$ cat config.mk
export PLATFORM = sky130hd
export DESIGN_NAME = pid_speed_to_duty_core
export DESIGN_NICKNAME = d
export VERILOG_FILES = /design/src/design/pspd_pkg.sv /design/src/design/pid_speed_to_duty_core.sv /design/src/design/pspd_cfg.sv /design/src/design/pspd_err.sv /design/src/design/pspd_mul.sv /design/src/design/pspd_out.sv
export SDC_FILE = /design/constraint.sdc
export NUM_CORES = 2
export LEC_CHECK = 0
export ABC_CLOCK_PERIOD_IN_PS = 11000
export BUFFER_PORTS_ARGS = -buffer_cell sky130_fd_sc_hd__buf_2
export CAP_MARGIN = 15
export CORE_MARGIN = 2
export CORE_UTILIZATION = 60
export CTS_CLUSTER_DIAMETER = 60
export DETAILED_ROUTE_END_ITERATION = 8
export GPL_TIMING_DRIVEN = 0
export HOLD_SLACK_MARGIN = 0.02
export PLACE_DENSITY = 0.82
export RECOVER_POWER = 50
export SETUP_SLACK_MARGIN = 0.05
export SLEW_MARGIN = 30
export SYNTH_ARGS = -nofsm -noshare
export SYNTH_HDL_FRONTEND = slang
export SYNTH_SLANG_ARGS = --single-unit
$ cat constraint.sdc
create_clock -name i_clk -period 11 [get_ports i_clk]
set_input_delay 1.1 -clock i_clk [delete_from_list [all_inputs] [get_ports i_clk]]
set_output_delay 1.1 -clock i_clk [all_outputs]
set_load 0.02 [all_outputs]
$ cat src/design/pspd_pkg.sv
// shared types and constants for the speed pid duty controller
`default_nettype none

package pspd_pkg;

    localparam int VEL_W   = 16;
    localparam int GAIN_W  = 16;
    localparam int DUTY_W  = 8;
    localparam int CEIL_W  = 7;
    localparam int ERR_W   = VEL_W + 1;
    localparam int DIFF_W  = ERR_W + 1;
    localparam int ACC_W   = 32;
    localparam int FRAC_W  = 16;
    localparam int IDX_W   = 3;
    localparam int CDATA_W = 16;

    localparam int PROP_W  = ERR_W + GAIN_W + 1;
    localparam int DERV_W  = DIFF_W + GAIN_W + 1;
    localparam int INTP_W  = ACC_W + GAIN_W + 1;
    localparam int INTQ_W  = INTP_W - FRAC_W;
    localparam int PD_W    = DERV_W + 1;
    localparam int TOT_W   = PD_W + 1;
    localparam int QUO_W   = TOT_W - FRAC_W;

    typedef enum logic [IDX_W-1:0] {
        CFG_GAIN_PROP    = 3'd0,
        CFG_GAIN_INTEG   = 3'd1,
        CFG_GAIN_DERIV   = 3'd2,
        CFG_DUTY_FLOOR   = 3'd3,
        CFG_DUTY_CEILING = 3'd4
    } t_cfg_idx;

    typedef struct packed {
        logic        [GAIN_W-1:0] gain_prop;
        logic        [GAIN_W-1:0] gain_integ;
        logic        [GAIN_W-1:0] gain_deriv;
        logic signed [DUTY_W-1:0] duty_floor;
        logic        [CEIL_W-1:0] duty_ceiling;
    } t_cfg;

    typedef struct packed {
        logic signed [ERR_W-1:0]  err;
        logic signed [DIFF_W-1:0] diff;
        logic signed [ACC_W-1:0]  acc;
    } t_err_stage;

    typedef struct packed {
        logic signed [PROP_W-1:0] prop;
        logic signed [DERV_W-1:0] deriv;
        logic signed [INTP_W-1:0] integ;
    } t_prod_stage;

endpackage

`default_nettype wire

$ cat src/design/pid_speed_to_duty_core.sv
// top level of the speed pid controller producing a duty percent
//
// One request carries a target and a measured velocity (signed Q8.8) and yields one
// signed integer duty percent. A request can be taken every clock cycle while the output
// is not stalled; each result passes five registers on its way to the output: error and
// saturating sum, the three gain multiplies, integral clamp with partial sum, full sum,
// then truncation and the duty clamp into the output register.
// Every stage stalls on its own, so the input keeps taking requests until the whole
// pipeline is full behind a stalled output. When the floor is set above the ceiling, a
// value above the ceiling gives the ceiling and any other value gives the floor.
// Configuration writes are taken every cycle and must only happen while no request is
// in flight.
`default_nettype none

module pid_speed_to_duty_core
    import pspd_pkg::*;
(
    input  wire logic               i_clk,
    input  wire logic               i_rst_n,
    input  wire logic               s_axis_tvalid,
    output logic                    s_axis_tready,
    // [15:0] target_velocity, [31:16] measured_velocity
    input  wire logic [2*VEL_W-1:0] s_axis_tdata,
    output logic                    m_axis_tvalid,
    input  wire logic               m_axis_tready,
    // [7:0] duty_percent
    output logic [DUTY_W-1:0]       m_axis_tdata,
    input  wire logic               i_cfg_valid,
    output logic                    o_cfg_ready,
    input  wire logic [IDX_W-1:0]   i_cfg_index,
    input  wire logic [CDATA_W-1:0] i_cfg_data
);

    t_cfg        cfg;
    logic        err_valid;
    logic        err_ready;
    t_err_stage  err_data;
    logic        mul_valid;
    logic        mul_ready;
    t_prod_stage mul_data;

    pspd_cfg u_cfg (
        .i_clk       (i_clk),
        .i_rst_n     (i_rst_n),
        .i_cfg_valid (i_cfg_valid),
        .o_cfg_ready (o_cfg_ready),
        .i_cfg_index (i_cfg_index),
        .i_cfg_data  (i_cfg_data),
        .o_cfg       (cfg)
    );

    pspd_err u_err (
        .i_clk      (i_clk),
        .i_rst_n    (i_rst_n),
        .i_valid    (s_axis_tvalid),
        .o_ready    (s_axis_tready),
        .i_target   ($signed(s_axis_tdata[VEL_W-1:0])),
        .i_measured ($signed(s_axis_tdata[2*VEL_W-1:VEL_W])),
        .o_valid    (err_valid),
        .o_data     (err_data),
        .i_ready    (err_ready)
    );

    pspd_mul u_mul (
        .i_clk   (i_clk),
        .i_rst_n (i_rst_n),
        .i_valid (err_valid),
        .o_ready (err_ready),
        .i_data  (err_data),
        .i_cfg   (cfg),
        .o_valid (mul_valid),
        .o_data  (mul_data),
        .i_ready (mul_ready)
    );

    pspd_out u_out (
        .i_clk   (i_clk),
        .i_rst_n (i_rst_n),
        .i_valid (mul_valid),
        .o_ready (mul_ready),
        .i_data  (mul_data),
        .i_cfg   (cfg),
        .o_valid (m_axis_tvalid),
        .o_duty  (m_axis_tdata),
        .i_ready (m_axis_tready)
    );

    a_duty_ceiling : assert property (@(posedge i_clk) disable iff (!i_rst_n)
        m_axis_tvalid |-> (($signed(m_axis_tdata) <= $signed({1'b0, cfg.duty_ceiling}))
            || ($signed(m_axis_tdata) == cfg.duty_floor)))
        else $error("duty above ceiling");

    a_duty_floor : assert property (@(posedge i_clk) disable iff (!i_rst_n)
        (m_axis_tvalid && (cfg.duty_floor <= $signed({1'b0, cfg.duty_ceiling})))
            |-> ($signed(m_axis_tdata) >= cfg.duty_floor))
        else $error("duty below floor");

endmodule

`default_nettype wire

$ cat src/design/pspd_cfg.sv
// configuration register file for gains and duty limits
`default_nettype none

module pspd_cfg
    import pspd_pkg::*;
(
    input  wire logic               i_clk,
    input  wire logic               i_rst_n,
    input  wire logic               i_cfg_valid,
    output logic                    o_cfg_ready,
    input  wire logic [IDX_W-1:0]   i_cfg_index,
    input  wire logic [CDATA_W-1:0] i_cfg_data,
    output t_cfg                    o_cfg
);

    t_cfg r_cfg;
    t_cfg n_cfg;

    assign o_cfg_ready = 1'b1;
    assign o_cfg       = r_cfg;

    always_comb begin
        n_cfg = r_cfg;
        if (i_cfg_valid) begin
            case (i_cfg_index)
                CFG_GAIN_PROP:    n_cfg.gain_prop    = i_cfg_data[GAIN_W-1:0];
                CFG_GAIN_INTEG:   n_cfg.gain_integ   = i_cfg_data[GAIN_W-1:0];
                CFG_GAIN_DERIV:   n_cfg.gain_deriv   = i_cfg_data[GAIN_W-1:0];
                CFG_DUTY_FLOOR:   n_cfg.duty_floor   = $signed(i_cfg_data[DUTY_W-1:0]);
                CFG_DUTY_CEILING: n_cfg.duty_ceiling = i_cfg_data[CEIL_W-1:0];
                default: ;
            endcase
        end
    end

    always_ff @(posedge i_clk) begin
        if (!i_rst_n) begin
            r_cfg <= '0;
        end else begin
            r_cfg <= n_cfg;
        end
    end

endmodule

`default_nettype wire

$ cat src/design/pspd_err.sv
// error, difference and saturating error sum stage
`default_nettype none

module pspd_err
    import pspd_pkg::*;
(
    input  wire logic                    i_clk,
    input  wire logic                    i_rst_n,
    input  wire logic                    i_valid,
    output logic                         o_ready,
    input  wire logic signed [VEL_W-1:0] i_target,
    input  wire logic signed [VEL_W-1:0] i_measured,
    output logic                         o_valid,
    output t_err_stage                   o_data,
    input  wire logic                    i_ready
);

    logic                    r_valid;
    t_err_stage              r_data;
    logic signed [ACC_W-1:0] r_acc;
    logic signed [ERR_W-1:0] r_prev;

    logic signed [ERR_W-1:0]  err;
    logic signed [DIFF_W-1:0] diff;
    logic signed [ACC_W:0]    sum;
    logic signed [ACC_W-1:0]  n_acc;
    logic                     accept;

    assign o_ready = !r_valid || i_ready;
    assign accept  = i_valid && o_ready;
    assign o_valid = r_valid;
    assign o_data  = r_data;

    always_comb begin
        err  = ERR_W'(i_target) - ERR_W'(i_measured);
        diff = DIFF_W'(r_prev) - DIFF_W'(err);
        sum  = (ACC_W+1)'(r_acc) + (ACC_W+1)'(err);
        if (sum[ACC_W] != sum[ACC_W-1]) begin
            n_acc = sum[ACC_W] ? {1'b1, {(ACC_W-1){1'b0}}} : {1'b0, {(ACC_W-1){1'b1}}};
        end else begin
            n_acc = sum[ACC_W-1:0];
        end
    end

    always_ff @(posedge i_clk) begin
        if (!i_rst_n) begin
            r_valid <= 1'b0;
            r_acc   <= '0;
            r_prev  <= '0;
        end else begin
            if (o_ready) begin
                r_valid <= i_valid;
            end
            if (accept) begin
                r_acc  <= n_acc;
                r_prev <= err;
            end
        end
    end

    always_ff @(posedge i_clk) begin
        if (accept) begin
            r_data.err  <= err;
            r_data.diff <= diff;
            r_data.acc  <= n_acc;
        end
    end

    a_accept_fills : assert property (@(posedge i_clk) disable iff (!i_rst_n)
        accept |=> (r_valid && r_data.acc == r_acc))
        else $error("accepted request did not load the error stage");

endmodule

`default_nettype wire

$ cat src/design/pspd_mul.sv
// gain multiply stage
`default_nettype none

module pspd_mul
    import pspd_pkg::*;
(
    input  wire logic       i_clk,
    input  wire logic       i_rst_n,
    input  wire logic       i_valid,
    output logic            o_ready,
    input  wire t_err_stage i_data,
    input  wire t_cfg       i_cfg,
    output logic            o_valid,
    output t_prod_stage     o_data,
    input  wire logic       i_ready
);

    logic        r_valid;
    t_prod_stage r_data;
    t_prod_stage n_data;

    logic signed [GAIN_W:0] gp;
    logic signed [GAIN_W:0] gi;
    logic signed [GAIN_W:0] gd;

    assign o_ready = !r_valid || i_ready;
    assign o_valid = r_valid;
    assign o_data  = r_data;

    always_comb begin
        gp = $signed({1'b0, i_cfg.gain_prop});
        gi = $signed({1'b0, i_cfg.gain_integ});
        gd = $signed({1'b0, i_cfg.gain_deriv});
        n_data.prop  = PROP_W'(i_data.err) * PROP_W'(gp);
        n_data.deriv = DERV_W'(i_data.diff) * DERV_W'(gd);
        n_data.integ = INTP_W'(i_data.acc) * INTP_W'(gi);
    end

    always_ff @(posedge i_clk) begin
        if (!i_rst_n) begin
            r_valid <= 1'b0;
        end else if (o_ready) begin
            r_valid <= i_valid;
        end
    end

    always_ff @(posedge i_clk) begin
        if (i_valid && o_ready) begin
            r_data <= n_data;
        end
    end

endmodule

`default_nettype wire

$ cat src/design/pspd_out.sv
// integral clamp, term sum, truncation and duty clamp stages
`default_nettype none

module pspd_out
    import pspd_pkg::*;
(
    input  wire logic        i_clk,
    input  wire logic        i_rst_n,
    input  wire logic        i_valid,
    output logic             o_ready,
    input  wire t_prod_stage i_data,
    input  wire t_cfg        i_cfg,
    output logic             o_valid,
    output logic [DUTY_W-1:0] o_duty,
    input  wire logic        i_ready
);

    logic                     r_v1;
    logic signed [DUTY_W-1:0] r_integ;
    logic signed [PD_W-1:0]   r_pd;
    logic                     r_v2;
    logic signed [TOT_W-1:0]  r_total;
    logic                     r_v3;
    logic signed [DUTY_W-1:0] r_duty;

    logic rdy1;
    logic rdy2;
    logic rdy3;

    logic signed [INTQ_W-1:0] iq;
    logic signed [DUTY_W-1:0] ceil_s;
    logic signed [DUTY_W-1:0] n_integ;
    logic signed [PD_W-1:0]   n_pd;
    logic signed [TOT_W-1:0]  n_total;
    logic signed [QUO_W-1:0]  q;
    logic signed [DUTY_W-1:0] n_duty;

    assign rdy3    = !r_v3 || i_ready;
    assign rdy2    = !r_v2 || rdy3;
    assign rdy1    = !r_v1 || rdy2;
    assign o_ready = rdy1;
    assign o_valid = r_v3;
    assign o_duty  = r_duty;

    always_comb begin
        ceil_s = $signed({1'b0, i_cfg.duty_ceiling});
        iq = i_data.integ[INTP_W-1:FRAC_W]
           + INTQ_W'(i_data.integ[INTP_W-1] && (i_data.integ[FRAC_W-1:0] != '0));
        if (iq > INTQ_W'(ceil_s)) begin
            n_integ = ceil_s;
        end else if (iq < INTQ_W'(-ceil_s)) begin
            n_integ = -ceil_s;
        end else begin
            n_integ = iq[DUTY_W-1:0];
        end
        n_pd = PD_W'(i_data.prop) + PD_W'(i_data.deriv);
    end

    always_comb begin
        n_total = TOT_W'(r_pd) + {(QUO_W)'(r_integ), {FRAC_W{1'b0}}};
    end

    always_comb begin
        q = r_total[TOT_W-1:FRAC_W]
          + QUO_W'(r_total[TOT_W-1] && (r_total[FRAC_W-1:0] != '0));
        priority if (q > QUO_W'(ceil_s)) begin
            n_duty = ceil_s;
        end else if (q < QUO_W'(i_cfg.duty_floor)) begin
            n_duty = i_cfg.duty_floor;
        end else begin
            n_duty = q[DUTY_W-1:0];
        end
    end

    always_ff @(posedge i_clk) begin
        if (!i_rst_n) begin
            r_v1 <= 1'b0;
            r_v2 <= 1'b0;
            r_v3 <= 1'b0;
        end else begin
            if (rdy1) begin
                r_v1 <= i_valid;
            end
            if (rdy2) begin
                r_v2 <= r_v1;
            end
            if (rdy3) begin
                r_v3 <= r_v2;
            end
        end
    end

    always_ff @(posedge i_clk) begin
        if (i_valid && rdy1) begin
            r_integ <= n_integ;
            r_pd    <= n_pd;
        end
        if (r_v1 && rdy2) begin
            r_total <= n_total;
        end
        if (r_v2 && rdy3) begin
            r_duty <= n_duty;
        end
    end

    a_integ_bound : assert property (@(posedge i_clk) disable iff (!i_rst_n)
        r_v1 |-> (r_integ <= ceil_s && r_integ >= -ceil_s))
        else $error("integral term outside ceiling bound");

endmodule

`default_nettype wire

==> metrics.txt <==
number of nets in the finished design between 8000 and 9000; largest fanout on the critical path 10; growth of design area from synthesis to finish 6.15%; Worst slew margin -0.317; post-detailed-routing wire length 166 mm; crit end category register; chip width roughly 320 µm; max-capacitance violation count 2; total nets after synthesis 8151; wire length of the first global-routing pass between 200 and 300 mm; XOR/XNOR share of the synthesized area 0.0365; routed length per placed instance between 20 and 25 µm; placed cell count 7976; remaining global-route overflow 0; Arrival @ worst endpoint 8.32 ns; post-detailed-placement cell area 0.0632 mm²; setup repair after global routing missed its margin false; Setup violations, final 0; classification of the worst setup path register to register; ordered cell list for the critical path clkbuf_1 > nand2_1 > fa_1 > inv_1 > fa_1 > fa_1 > fa_1 > fa_1 > inv_1 > fa_1 > inv_1 > ha_1 > and3_1 > a31oi_1 > o21ai_0 > a211oi_1 > o21ai_0 > nor2_1 > o211ai_1 > nand3_1 > nand3_1 > a2111oi_0; Adder-Cell Fraction of Synth Area 0.450; fraction of layout cells with a size suffix above 1 0.0292; clock latency reported for the late side of the worst-skew pair ~0.61 ns; total vias in the final route 46700; buffers added on ports between 60 and 70; H-tree level count 2; highest metal used met5; power density of the placed cells just over 100 mW/mm²; DP HPWL between 100 and 150 mm; fin cells roughly 8100; FMAX around 120 MHz; Post-synth EDFFs 274; antenna violations before repair 7; slowest cell on the critical path a2111oi_0; largest net degree at the start of global routing 34; final worst hold slack about 0.42 ns; FF+latch area approximately 0.011 mm²; share of the yosys chip area belonging to registers 0.173; Clock Tree Root clkbuf_16; Register-to-Register Setup Slack approximately 3.0 ns; YS warnings 0; simple-gate portion of the synthesized area 0.152; total global-route track usage 0.330; first-iteration detailed-routing DRC count approximately 4400; commonest non-fill, non-tap cell in the layout inv_1; met3 WL post-DR 19.7 mm; Cell Area, Synth between 0.06 and 0.07 mm²; Largest delay share family, worst path adder cells; Cell variety after synth 90; starting utilization of the core area 0.607; multi-input gate area in the final layout roughly 0.044 mm²; Total Power between 0.006 and 0.007 W; highest ir drop seen on vdd 0.129 mV; violated checks capacitance limit, slew limit; total clock buffers created by CTS 47; total die area around 0.10 mm²; most frequent cells in the layout inv_1 (1379), fa_1 (1066), nand2_1 (897), ha_1 (485), and2_1 (477); RD Place Congestion roughly 1.0; synthesized-area fraction occupied by ao, oa, aoi and oai cells 0.0848; post-layout minimum cycle time 8.03 ns; crit-path max cell delay about 0.74 ns; vertical extent of the die roughly 320 µm; number of global-route vias before repair slightly below 50000; number of gates resized after CTS 0; transition time at the pin with the least slew margin approximately 2.0 ns; CTS tree done; leak pwr around 32 nW; average cell area after synthesis 9.31 µm²; startpoint kind of the worst setup timing path register; number of hold buffers added after CTS 0; count of buffers added by post-CTS timing repair for setup 0; clk sinks 391; mux share of post-synthesis cell area 0.00445; utilization after layout 0.644; I/O pin count 67; Data required, critical path approximately 11 ns; most frequent cell on the critical path fa_1; final count of hold timing violations 0; max-slew violations 38; Fillers approximately 8000; Yosys reg bits 391; Post-synth top flop edfxtp_1; via count normalized by instance count around 5.8; routed length on met2 roughly 73 mm; buffers from clock root to sink, at most 3; Std-Cell Rows about 120; DRC violations left 0; Design Area, Final about 0.065 mm²; Metal-1 WL 64.0 mm; main combinational cell family by area after synthesis adder cells; WP buf/inv 4; share of the cycle needed by the critical path after routing 0.730; DRT antenna net count 0; run status finished, violations left; number of instances in the synthesized netlist about 6500; Post-synth ARST share 0; clock-pin slew reported for the worst setup and hold paths after clock tree synthesis 0.06 ns; largest clock skew in the final design between 0.03 and 0.04 ns; DRT Pass-1 Iters 8; Worst Hold Class register to register; Core Region 0.100 mm²
==> worst paths after layout <==
check | startpoint | endpoint | depth (start not counted)
min | u_out.r_pd[5] | u_out.r_total[5] | 0
max | u_cfg.o_cfg[39] | u_mul.o_data[44] | 22
max reg2reg | u_cfg.o_cfg[39] | u_mul.o_data[44] | 22
min reg2reg | u_out.r_pd[5] | u_out.r_total[5] | 0
==> power by group <==
group	internal [W]	leakage, nW	switching, W
logic	0.000970	27.2	0.00186
clock network	0.000944	0.780	0.000676
registers	0.00186	3.56	0.000316
==> synthesized netlist by cell type (7+ instances only) <==
master	number	area share
mux2i_1	17	0.0028
a21oi_1	281	0.023
or3_1	15	0.0015
and3_1	41	0.0042
nand3_1	64	0.0053
xor2_1	66	0.0095
a41oi_1	10	0.0014
o21ai_0	139	0.011
nor3_1	44	0.0036
nand4_1	33	0.0034
o21a_1	40	0.0049
nand2_1	897	0.055
o22ai_1	7	0.00072
edfxtp_1	274	0.13
o21bai_1	28	0.0034
nor2_1	195	0.012
a211oi_1	31	0.0038
nand2b_1	42	0.0043
fa_1	1066	0.35
clkbuf_1	204	0.013
a31oi_1	26	0.0027
o21ai_2	12	0.0017
o31a_1	7	0.0010
nor2b_1	34	0.0035
a21boi_0	12	0.0015
xnor2_1	188	0.027
inv_1	1379	0.085
ha_1	485	0.10
a21o_1	100	0.012
and2_1	489	0.050
and4_1	8	0.0011
o31ai_1	16	0.0020
o211ai_1	28	0.0034
dfxtp_1	117	0.038
nor4_1	19	0.0020
==> final cells by class <==
cell class	count	area share
Clock inverter	37	0.00677
Sequential cell	391	0.163
Buffer	218	0.0136
Inverter	1379	0.0800
Antenna cell	1	0.0000387
Multi-Input combinational cell	4556	0.686
Clock buffer	51	0.0184
Timing Repair Buffer	75	0.00609
Tap cell	1357	0.0262
==> routing by layer <==
| metal | track usage | vias to the layer above |
|---|---|---|
| met5 | 0 | - |
| met4 | 0.156 | 10 |
| met3 | 0.0836 | 532 |
| met2 | 0.511 | 2377 |
| met1 | 0.438 | 23100 |
| li1 | - | 20600 |
==> state kept, by name, summed over array words and instances (netlist names) <==
signal,flops
u_cfg.o_cfg,63
u_err.o_data,67
u_err.o_valid,1
u_err.r_acc,32
u_err.r_prev,17
u_mul.o_data,118
u_mul.o_valid,1
u_out.o_duty,8
u_out.o_valid,1
u_out.r_integ,8
u_out.r_pd,36
u_out.r_total,37
u_out.r_v1,1
u_out.r_v2,1
==> cells by family (layout without fill, tap and decap cells) <==
group           Yosys count  in the layout
simple gates           1921           1921
buf+inv                1597           1760
fa+ha+maj              1551           1551
compound gates          805            805
flops                   391            391
xor+xnor                254            254
mux                      24             24
other cells               1              2
==> per-stage QoR <==
stage,worst slack (ns),setup TNS (ns)
after floorplan,0.292,0
after global placement,-2.92,-343.42
after detailed placement,3.15,0
after CTS,3.19,0
after global routing,2.75,0
final,2.97,0
No activity file was read; power rests on OpenSTA's default activity.
